==> src/hdl/svt_fifo.sv <==
// Small register-based queue used between the front and back and on the result side.
module svt_fifo #(
  parameter  int WIDTH = 8,
  parameter  int DEPTH = 4,
  localparam int PTR_W = $clog2(DEPTH)
) (
  input  logic             clk,
  input  logic             rst,
  input  logic             push,
  input  logic [WIDTH-1:0] wdata,
  output logic             full,
  input  logic             pop,
  output logic [WIDTH-1:0] rdata,
  output logic             empty
);

  logic [WIDTH-1:0] mem [DEPTH];
  logic [PTR_W:0]   wr_ptr;
  logic [PTR_W:0]   rd_ptr;

  assign empty = wr_ptr == rd_ptr;
  assign full  = (wr_ptr[PTR_W] != rd_ptr[PTR_W]) &&
                 (wr_ptr[PTR_W-1:0] == rd_ptr[PTR_W-1:0]);
  assign rdata = mem[rd_ptr[PTR_W-1:0]];

  always_ff @(posedge clk) begin
    if (rst) begin
      wr_ptr <= '0;
      rd_ptr <= '0;
    end else begin
      if (push && !full) begin
        wr_ptr <= wr_ptr + 1'b1;
      end
      if (pop && !empty) begin
        rd_ptr <= rd_ptr + 1'b1;
      end
    end
  end

  always_ff @(posedge clk) begin
    if (push && !full) begin
      mem[wr_ptr[PTR_W-1:0]] <= wdata;
    end
  end

endmodule

==> config.mk <==
export PLATFORM = sky130hd
export DESIGN_NAME = svt_fifo
export DESIGN_NICKNAME = d
export VERILOG_FILES = /design/src/hdl/svt_fifo.sv
export SDC_FILE = /design/constraint.sdc
export NUM_CORES = 1
export LEC_CHECK = 0
export BUFFER_PORTS_ARGS = -buffer_cell sky130_fd_sc_hd__buf_2
export CAP_MARGIN = 5
export CORE_MARGIN = 2
export CORE_UTILIZATION = 51
export CTS_CLUSTER_DIAMETER = 50
export DETAILED_ROUTE_END_ITERATION = 6
export PLACE_DENSITY = 0.74
export SKIP_CTS_REPAIR_TIMING = 1
export SYNTH_ARGS = -nofsm -noshare
export SYNTH_HDL_FRONTEND = slang
export SYNTH_SLANG_ARGS = --single-unit
==> constraint.sdc <==
create_clock -name clk -period 1.64 [get_ports clk]
set_input_delay 0 -clock clk [delete_from_list [all_inputs] [get_ports clk]]
set_output_delay 0 -clock clk [all_outputs]
set_load 0.03 [all_outputs]
==> key figures <==
Clocking
  – Sink Count: 40
  – Max clock buf depth: 2
  – Num CTS Buffers: 5
  – Root Buffer: clkbuf_4
  – Clk pin slew, worst setup/hold paths: 100 ps
  – H-tree levels: 2
  – Worst skew pair latency: 330 ps
  – CTS tree: built

Power
  – Part of the power in combinational logic: 0.430
  – Sequential Power Share: 0.437
  – Pwr per Cell Area: 1560 mW/mm^2
  – Sw Ratio: 0.374
  – Psw: 1.22 mW
  – Pint: 2.03 mW
  – VDD IR max: 910 uV
  – Leakage: 0.737 nW
  – Clock share of power: 0.133

Timing
  – Layout Skew: 3.82 ps
  – Slew Viols, Final: 0
  – Final period util: 0.931
  – Fmax: 655 MHz
  – Tightest Pin Transition: 507 ps
  – RSZ-0062 raised after global routing: no
  – Setup TNS: 0 ps
  – Final setup vio count: 0
  – Hold Slack: 51.6 ps
  – Worst slew margin: 0.659
  – Tmin final: 1530 ps
  – Fin. Hold Viols: 0

Global routing
  – Largest net degree at the start of global routing: 12
  – Vias in the first global route: 1050
  – Total GRT Usage: 0.169
  – Grt total ovfl: 0
  – First-pass GRT wire length: 4930 um
  – Initial antenna violation count: 0

Worst setup path
  – CP Max Fanout: 8
  – Worst setup EP type: output pin
  – Worst Path Buf+Inv: 2
  – WP data required: 1640 ps
  – CP delay by family, top: multiplexers
  – Worst Setup Path Type: reg2out
  – Startpoint types: flop
  – CP arrival: 1530 ps
  – R2R Path Start: rd_ptr[2]
  – R2r setup slk: 130 ps
  – Crit-path max cell delay: 510 ps
  – Crit-path slowest cell: mux4_2
  – R2r endpoint: mem[2][7]
  – R2r worst-path depth: 3
  – Worst-path cell chain: buf_6 > mux4_2 > buf_2

Die
  – Die W: 62.3 um
  – Die height: 62.3 um
  – # IOs: 22
  – Die ar.: 0.00388 sq mm
  – Initial Util: 0.523
  – Core area: 0.00331 sq mm
  – Site Rows: 21

Routing
  – Post-route ant nets: 0
  – Vias per std cell: 5.45
  – First-pass DRT Iterations: 4
  – First-iteration detailed-routing DRC count: 45
  – Final wirelength: 3070 um
  – Routed len/inst: 15.6 um
  – Vias: 1068
  – # DRC: 0

Synth
  – Synth area leader: edfxtp_1
  – Largest cells by area after synthesis: edfxtp_1, mux4_2, dfxtp_1
  – Netlist Area Pre-Place: 0.00173 sq mm
  – Synth Register Bits: 40
  – Syn Area/Cell: 15.7 sq um
  – Yosys warnings: 0
  – Top cell type's share of synthesized area: 0.555
  – Netlist cell types: 29
  – Syn Nets: 127
  – Post-synthesis sequential area ratio: 0.647
  – Cells after Synth: 110

Min path
  – Worst hold path startpoint: push
  – Worst Hold Class: in2reg
  – Hold path cells: 3
  – Worst Hold Path EP: wr_ptr[1]

Cells and area
  – Most common cell after layout, fill and taps aside: edfxtp_1
  – Post-layout nets: 167
  – Final instance area: 0.00208 sq mm
  – # diodes: 0
  – Synth-to-Final Area Change: 20.0%
  – Commonest non-fill, non-tap cells in the layout: edfxtp_1, buf_2, dlygate4sd3_1
  – Final core occ: 0.628
  – Cell Count, Final, Fillers Out: 196
  – Fraction of layout cells with a size suffix above 1: 0.327

Placed design
  – Routability cong.: 0.798
  – # port buffers: 21
  – DP HPWL: 2220 um
  – Cell total after placement: 180
  – DP Area: 0.00191 sq mm

Status
  – Status: finished, final reports clean

Job
  – Max_cap viols: 0
how the worst max path moves through the flow:
stage / cells past startpoint / slack, ps / endpoint
global placement: 3 / 180 / mem[2][2]
floorplan: 3 / 70 / mem[3][0]
detailed placement: 3 / 140 / mem[2][7]
CTS: 5 / 5 / full
finish: 3 / 110 / rdata[5]
global route: 3 / 20 / rdata[5]
sequential cells by signal, indices dropped and copies added, names as in the netlist, named ones only:
register	cells
mem	32
rd_ptr	3
wr_ptr	3
synthesized netlist by cell type:
cell type  count
edfxtp_1      32
dfxtp_1        8
mux4_2         8
ha_1           5
nand2_1        5
o211ai_1       5
a31oi_1        4
inv_1          4
nor3b_1        4
o21ai_0        4
and2_1         3
nand3_1        3
xnor2_1        3
xor2_1         3
a21oi_1        2
a41oi_1        2
nand4_1        2
nor2_1         2
a211o_1        1
a211o_2        1
and3_1         1
buf_1          1
buf_2          1
buf_6          1
clkbuf_4       1
clkbuf_8       1
nand3b_1       1
or3_1          1
or4_1          1
area by class of cell:
| type | count | area, sq um |
|---|---|---|
| Fill cell | 274 | 1230 |
| Sequential cell | 40 | 1130 |
| Multi-Input combinational cell | 61 | 572 |
| Timing Repair Buffer | 38 | 262 |
| Tap cell | 46 | 57.6 |
| Clock buffer | 6 | 41.3 |
| Inverter | 4 | 15.0 |
| Clock inverter | 1 | 5.00 |
cells by family after synthesis:
family                     count (synthesis)  synth area share
AOI/OAI and AO/OA                         19            0.0744
xor gates and xnor gates                   6            0.0304
adders and majority gates                  5            0.0361
buffers and inverters                      9            0.0325
DFF                                       40             0.647
muxes                                      8             0.104
and+or+nand+nor                           23            0.0752
power by group through the flow:
stage / logic, mW / clock network [mW] / registers (mW)
2_1_floorplan: 0.991 / 0 / 1.38
3_3_place_gp: 1.32 / 0 / 1.41
3_5_place_dp: 1.35 / 0 / 1.42
4_1_cts: 1.35 / 0.455 / 1.40
5_1_grt: 1.52 / 0.486 / 1.45
6_report: 1.40 / 0.432 / 1.42
per-stage QoR:
step                      worst slack [ps]  power, mW
after floorplan                       72.3       2.37
after global placement                 184       2.73
after detailed placement               138       2.77
after CTS                             4.88       3.21
after global routing                  23.9       3.45
final                                  113       3.25
worst min-delay path, delay by kind of cell:
family / cells / cell delay, ps
AO/OA/AOI/OAI: 2 / 190
buffers and inverters: 1 / 130
metal layers:
| metal | vias to the layer above | routed length [um] | global-route usage |
|---|---|---|---|
| met5 | - | 0 | 0 |
| met4 | 0 | 30 | 0.0667 |
| li1 | 517 | - | - |
| met2 | 29 | 1630 | 0.300 |
| met1 | 517 | 1260 | 0.193 |
| met3 | 5 | 147 | 0.0489 |
Power figures use the tool's default switching activity.
