File: src/hdl/svt_pkg.sv
// Shared types, constants and the single-to-double widening function of the shadow value table.
package svt_pkg;

  localparam int DATA_W     = 64;
  localparam int FLOAT_W    = 32;
  localparam int HASH_SHIFT = 16;

  localparam logic [26:0] HASH_MUL = 27'h45d9f3b;

  localparam logic CMD_STORE = 1'b0;
  localparam logic CMD_LOAD  = 1'b1;

  typedef enum logic [1:0] {
    KIND_STORE,
    KIND_LOAD,
    KIND_LOAD_NULL
  } kind_t;

  typedef struct packed {
    logic                cmd;
    logic [63:0]         address;
    logic [DATA_W-1:0]   shadow_bits;
    logic [FLOAT_W-1:0]  current_bits;
  } request_t;

  typedef struct packed {
    logic [DATA_W-1:0] value_bits;
    logic              hit;
  } result_t;

  function automatic logic [DATA_W-1:0] widen_single(input logic [FLOAT_W-1:0] b);
    logic              sign;
    logic [7:0]        e;
    logic [22:0]       m;
    logic [4:0]        s;
    logic [22:0]       mn;
    logic [DATA_W-1:0] r;
    int                i;
    sign = b[31];
    e    = b[30:23];
    m    = b[22:0];
    s    = '0;
    for (i = 0; i < 23; i++) begin
      if (m[i]) begin
        s = 5'(23 - i);
      end
    end
    mn = m << s;
    if (e == 8'hff) begin
      r = {sign, 11'h7ff, m[22] | (|m), m[21:0], 29'b0};
    end else if (e == 8'h00) begin
      if (m == '0) begin
        r = {sign, 63'b0};
      end else begin
        r = {sign, 11'd897 - {6'b0, s}, mn, 29'b0};
      end
    end else begin
      r = {sign, {3'b0, e} + 11'd896, m, 29'b0};
    end
    return r;
  endfunction

endpackage

File: src/hdl/svt_front.sv
// Front end: takes request beats, hashes the address, widens the float and classifies the beat.
module svt_front #(
  parameter  int INDEX_BITS = 16,
  parameter  int ADDR_WIDTH = 64,
  localparam int ENTRY_W    = $bits(svt_pkg::kind_t) + ADDR_WIDTH + INDEX_BITS +
                              svt_pkg::DATA_W
) (
  input  logic                clk,
  input  logic                rst,
  input  logic                hold,
  input  logic                push,
  output logic                full,
  input  svt_pkg::request_t   request,
  output logic                q_push,
  output logic [ENTRY_W-1:0]  q_entry,
  input  logic                q_full
);

  localparam int PROD_W = (ADDR_WIDTH < INDEX_BITS + svt_pkg::HASH_SHIFT) ?
                          ADDR_WIDTH : INDEX_BITS + svt_pkg::HASH_SHIFT;
  localparam int MUL_W  = $bits(svt_pkg::HASH_MUL);

  typedef struct packed {
    svt_pkg::kind_t                kind;
    logic [ADDR_WIDTH-1:0]         tag;
    logic [INDEX_BITS-1:0]         index;
    logic [svt_pkg::DATA_W-1:0]    data;
  } entry_t;

  logic                          f1_valid;
  logic                          f1_cmd;
  logic [ADDR_WIDTH-1:0]         f1_addr;
  logic [svt_pkg::DATA_W-1:0]    f1_shadow;
  logic [svt_pkg::FLOAT_W-1:0]   f1_current;

  logic                          f2_valid;
  svt_pkg::kind_t                f2_kind;
  logic [ADDR_WIDTH-1:0]         f2_addr;
  logic [PROD_W-1:0]             f2_prod;
  logic [svt_pkg::DATA_W-1:0]    f2_data;

  logic                          accept;
  logic                          f1_move;
  logic                          f1_keep;
  logic                          f2_free;
  logic                          addr_null;
  svt_pkg::kind_t                f1_kind;
  logic [svt_pkg::DATA_W-1:0]    f1_data;
  logic [ADDR_WIDTH-1:0]         k1;
  logic [PROD_W+MUL_W-1:0]       prod_full;
  logic [PROD_W-1:0]             k2;
  entry_t                        entry;

  assign f2_free = !f2_valid || !q_full;
  assign f1_move = f1_valid && f2_free;
  assign full    = hold || (f1_valid && !f2_free);
  assign accept  = push && !full;

  assign k1        = f1_addr ^ (f1_addr >> svt_pkg::HASH_SHIFT);
  assign prod_full = {{MUL_W{1'b0}}, k1[PROD_W-1:0]} * {{PROD_W{1'b0}}, svt_pkg::HASH_MUL};
  assign addr_null = f1_addr == '0;

  always_comb begin
    if (f1_cmd == svt_pkg::CMD_STORE) begin
      f1_kind = svt_pkg::KIND_STORE;
      f1_data = f1_shadow;
    end else begin
      f1_kind = addr_null ? svt_pkg::KIND_LOAD_NULL : svt_pkg::KIND_LOAD;
      f1_data = svt_pkg::widen_single(f1_current);
    end
  end

  // null stores are dropped here
  assign f1_keep = !((f1_cmd == svt_pkg::CMD_STORE) && addr_null);

  assign k2          = f2_prod ^ (f2_prod >> svt_pkg::HASH_SHIFT);
  assign entry.kind  = f2_kind;
  assign entry.tag   = f2_addr;
  assign entry.index = k2[INDEX_BITS-1:0];
  assign entry.data  = f2_data;
  assign q_entry     = entry;
  assign q_push      = f2_valid && !q_full;

  always_ff @(posedge clk) begin
    if (rst) begin
      f1_valid <= 1'b0;
      f2_valid <= 1'b0;
    end else begin
      if (accept) begin
        f1_valid <= 1'b1;
      end else if (f1_move) begin
        f1_valid <= 1'b0;
      end
      if (f1_move) begin
        f2_valid <= f1_keep;
      end else if (q_push) begin
        f2_valid <= 1'b0;
      end
    end
  end

  always_ff @(posedge clk) begin
    if (accept) begin
      f1_cmd     <= request.cmd;
      f1_addr    <= request.address[ADDR_WIDTH-1:0];
      f1_shadow  <= request.shadow_bits;
      f1_current <= request.current_bits;
    end
    if (f1_move) begin
      f2_kind <= f1_kind;
      f2_addr <= f1_addr;
      f2_prod <= prod_full[PROD_W-1:0];
      f2_data <= f1_data;
    end
  end

endmodule

File: config.mk
export PLATFORM = sky130hd
export DESIGN_NAME = svt_front
export DESIGN_NICKNAME = d
export VERILOG_FILES = /design/src/hdl/svt_pkg.sv /design/src/hdl/svt_front.sv
export SDC_FILE = /design/constraint.sdc
export NUM_CORES = 1
export LEC_CHECK = 0
export BUFFER_PORTS_ARGS = -buffer_cell sky130_fd_sc_hd__buf_2
export CAP_MARGIN = 30
export CORE_MARGIN = 2
export CORE_UTILIZATION = 30
export CTS_CLUSTER_SIZE = 12
export DETAILED_ROUTE_END_ITERATION = 7
export HOLD_SLACK_MARGIN = 0.05
export PLACE_DENSITY_LB_ADDON = 0.2
export SYNTH_ARGS = -nofsm -noshare
export SYNTH_HDL_FRONTEND = slang
export SYNTH_SLANG_ARGS = --single-unit
File: constraint.sdc
create_clock -name clk -period 18.95 [get_ports clk]
set_clock_uncertainty 0.1 [all_clocks]
set_input_delay 0 -clock clk [delete_from_list [all_inputs] [get_ports clk]]
set_output_delay 0 -clock clk [all_outputs]
set_load 0.005 [all_outputs]
==> qor.csv <==
metric,value,unit
setup_slack,11.08,ns
synthCells,1721,
r2r_end,f2_prod[31]$_DFFE_PP_,
cts_buffer_depth,3,
cts_root_buffer,clkbuf_16,
crit_path_top_delay_cell,xor2_1,
viasPerCell,4.585,
overflow,0,
grt_setup_unrepaired,no,
synth_warnings,0,
startpoint_type,register,
maxSlewViolCount,0,
final_cell_mix,"inv_1, edfxtp_1, buf_2, dlygate4sd3_1, fa_1",
min_delay_path_depth,2,
min_path_type,input port to register,
r2r_start,f1_addr[24]$_DFFE_PP_,
post-place-ws,11.12,ns
synth_top_area_cell,edfxtp_1,
pin_count,314,
synth_mux_area_share,0.9689,%
fmax,127.1,MHz
ant_nets,0,
syn_area,0.02170,mm^2
initial_core_util,30.35,%
outcome,"complete, no violations",
port_buffers,313,
grt_pass1_vias,16900,
layout_commonest_cell,inv_1,
htree_levels,2,
row_count,98,
grt_pass1_wl,104.4,mm
crit_path_cell_trace,xor2_1 -> inv_1 -> fa_1 -> inv_1 -> ha_1 -> inv_1 -> fa_1 -> inv_1 -> fa_1 -> fa_1 -> inv_1 -> fa_1 -> inv_1 -> fa_1 -> ha_1 -> or3_1 -> o311ai_0 -> a21boi_0 -> nor3_1 -> o31a_1 -> o21ai_0 -> xnor2_1,
place_congestion,0.9476,
fillerInstances,6876,
synth-simple-area-share,6.205,%
seq_area,0.009739,mm^2
crit_fanout,7,
rr_worst_depth,22,
netlist.area_leader.share,44.71,%
cts.sinks,325,
crit_required,19.14,ns
worst_pin_slew,0.9678,ns
core_area,0.07149,mm^2
setup_tns,0,ns
synth_flop_cell,edfxtp_1,
min_period,7.870,ns
grtUsageTotal,18.88,%
dpl.hpwl,54.75,mm
ys_seq_area_share,44.89,%
synth_nets,2273,
postSynthAreaPerCell,12.61,um^2
drt_iter0_markers,729,
chipHeight,272.9,um
synth_top_family_by_area,adder cells,
yosys-top-cells-area,"edfxtp_1, fa_1, ha_1, inv_1, xnor2_1",
synth_enable_flop_cells,323,
synth_compound_area_share,6.920,%
holdPathEnd,f1_shadow[15]$_DFFE_PP_,
relSlewSlack,35.26,%
end_kind,register,
finalSetupViolCount,0,
vias,15220,
grt_max_degree,74,
cts_setup_buffers,0,
multiInputGateArea,0.01043,mm^2
area_delta_synth_final,31.03,%
synth_fa_ha_area_share,29.87,%
instances_no_fill,3319,
clk-insertion-delay-late,0.56,ns
wl,69.55,mm
nets,2888,
cts_tree,built,
die_w,272.9,um
synth_cell_types,69,
hold_path.startpoint,request[47],
antenna_found_initial,7,
cts.clk_slew.worst_paths,0.06,ns
drive_above_1_share,17.39,%
dp_cells,2973,
drc,0,
synth_xor_area_share,4.060,%
fin_crit_sh,41.53,%
worstSetupPathType,register to register,
drv_cap,0,
crit_arrival,8.06,ns
cts_made_buffers,39,
cpPeakStageDelay,0.76,ns
r2r_slack,11.08,ns
die_area,0.07449,mm^2
hold_viol,0,
ys_async_sr_fraction,0,%
wire_per_inst,20.95,um
ys_ff_latch,325,
drt_first_pass_iters,7,
==> Yosys cell counts (25+ instances only) <==
master and n:
a21oi_1 56, clkbuf_1 25, edfxtp_1 323, fa_1 220, ha_1 166, inv_1 369, nand2_1 52, nor2_1 69
nor2b_1 38, nor4_1 29, o21ai_0 34, xnor2_1 49, xor2_1 49
==> layout make-up <==
type                       count  share of cell area (%)
timing repair buffer         609                   15.77
tap                          950                   4.181
clock inverter                19                  0.5193
clock buffer                  50                   3.653
multi-input combinational    990                   36.67
antenna                        5                 0.04401
sequential                   325                   34.26
inverter                     371                   4.899
==> flip-flops by register name, summed over array words and instances, names as in the netlist, 2 cells and up <==
name and cells:
f2_data 64, f2_addr 64, f1_current 32, f1_addr 64, f2_kind 2, f2_prod 32
f1_shadow 64
==> metrics by stage <==
step	util (%)	hold WS (ns)	cell area, um^2
after floorplan	-	-0.06977	21700
final	39.77	0.06959	28430
after detailed placement	34.26	0.07810	24490
after global routing	39.76	0.05331	28420
after CTS	39.70	0.05025	28380
after global placement	34.24	0.07452	24480
==> worst max-delay path, delay by kind of cell, from the launching register on <==
family,cells,cell delay (ns)
AO/OA/AOI/OAI,4,1.23
flip-flops,1,0.50
buffers and inverters,6,0.50
AND/OR/NAND/NOR,2,0.94
adder cells (fa/ha/maj),8,3.46
XOR/XNOR,2,0.89
==> what timing repair did <==
action | 4_1_cts | 5_1_grt
endpoints found under the hold margin | 184 | 1
gates resized for setup | 0 | 0
hold buffers | 270 | 1
==> cell families (layout without fill, tap and decap cells) <==
group	count (synthesis)	after routing
buffers and inverters	406	1049
and+or+nand+nor	264	264
muxes	19	19
adders and majority gates	386	386
xor gates and xnor gates	99	99
DFF	325	325
AOI/OAI and AO/OA	222	222
other	0	5
==> how the worst max path moves through the flow <==
stage                                startpoint  cells past startpoint                     to
after floorplan           f1_addr[22]$_DFFE_PP_                     23  f2_prod[31]$_DFFE_PP_
after global placement    f1_addr[24]$_DFFE_PP_                     22  f2_prod[31]$_DFFE_PP_
after detailed placement  f1_addr[24]$_DFFE_PP_                     22  f2_prod[31]$_DFFE_PP_
after CTS                 f1_addr[24]$_DFFE_PP_                     22  f2_prod[31]$_DFFE_PP_
after global routing      f1_addr[24]$_DFFE_PP_                     22  f2_prod[31]$_DFFE_PP_
final                     f1_addr[24]$_DFFE_PP_                     22  f2_prod[31]$_DFFE_PP_
==> routing by layer <==
metal / up-vias / part of all wire [%] / global-route usage, % / wire length, um
met5: - / 0.047 / 0 / 33
met4: 6 / 3.0 / 5.755 / 2099
met3: 116 / 4.6 / 3.110 / 3183
met2: 382 / 52 / 34.72 / 36340
met1: 7642 / 40 / 22.42 / 27890
li1: 7072 / - / - / -
Power is left out: the tool's default activity adds up to more than one toggle a clock period on the data nets, which glitch-free logic cannot reach.
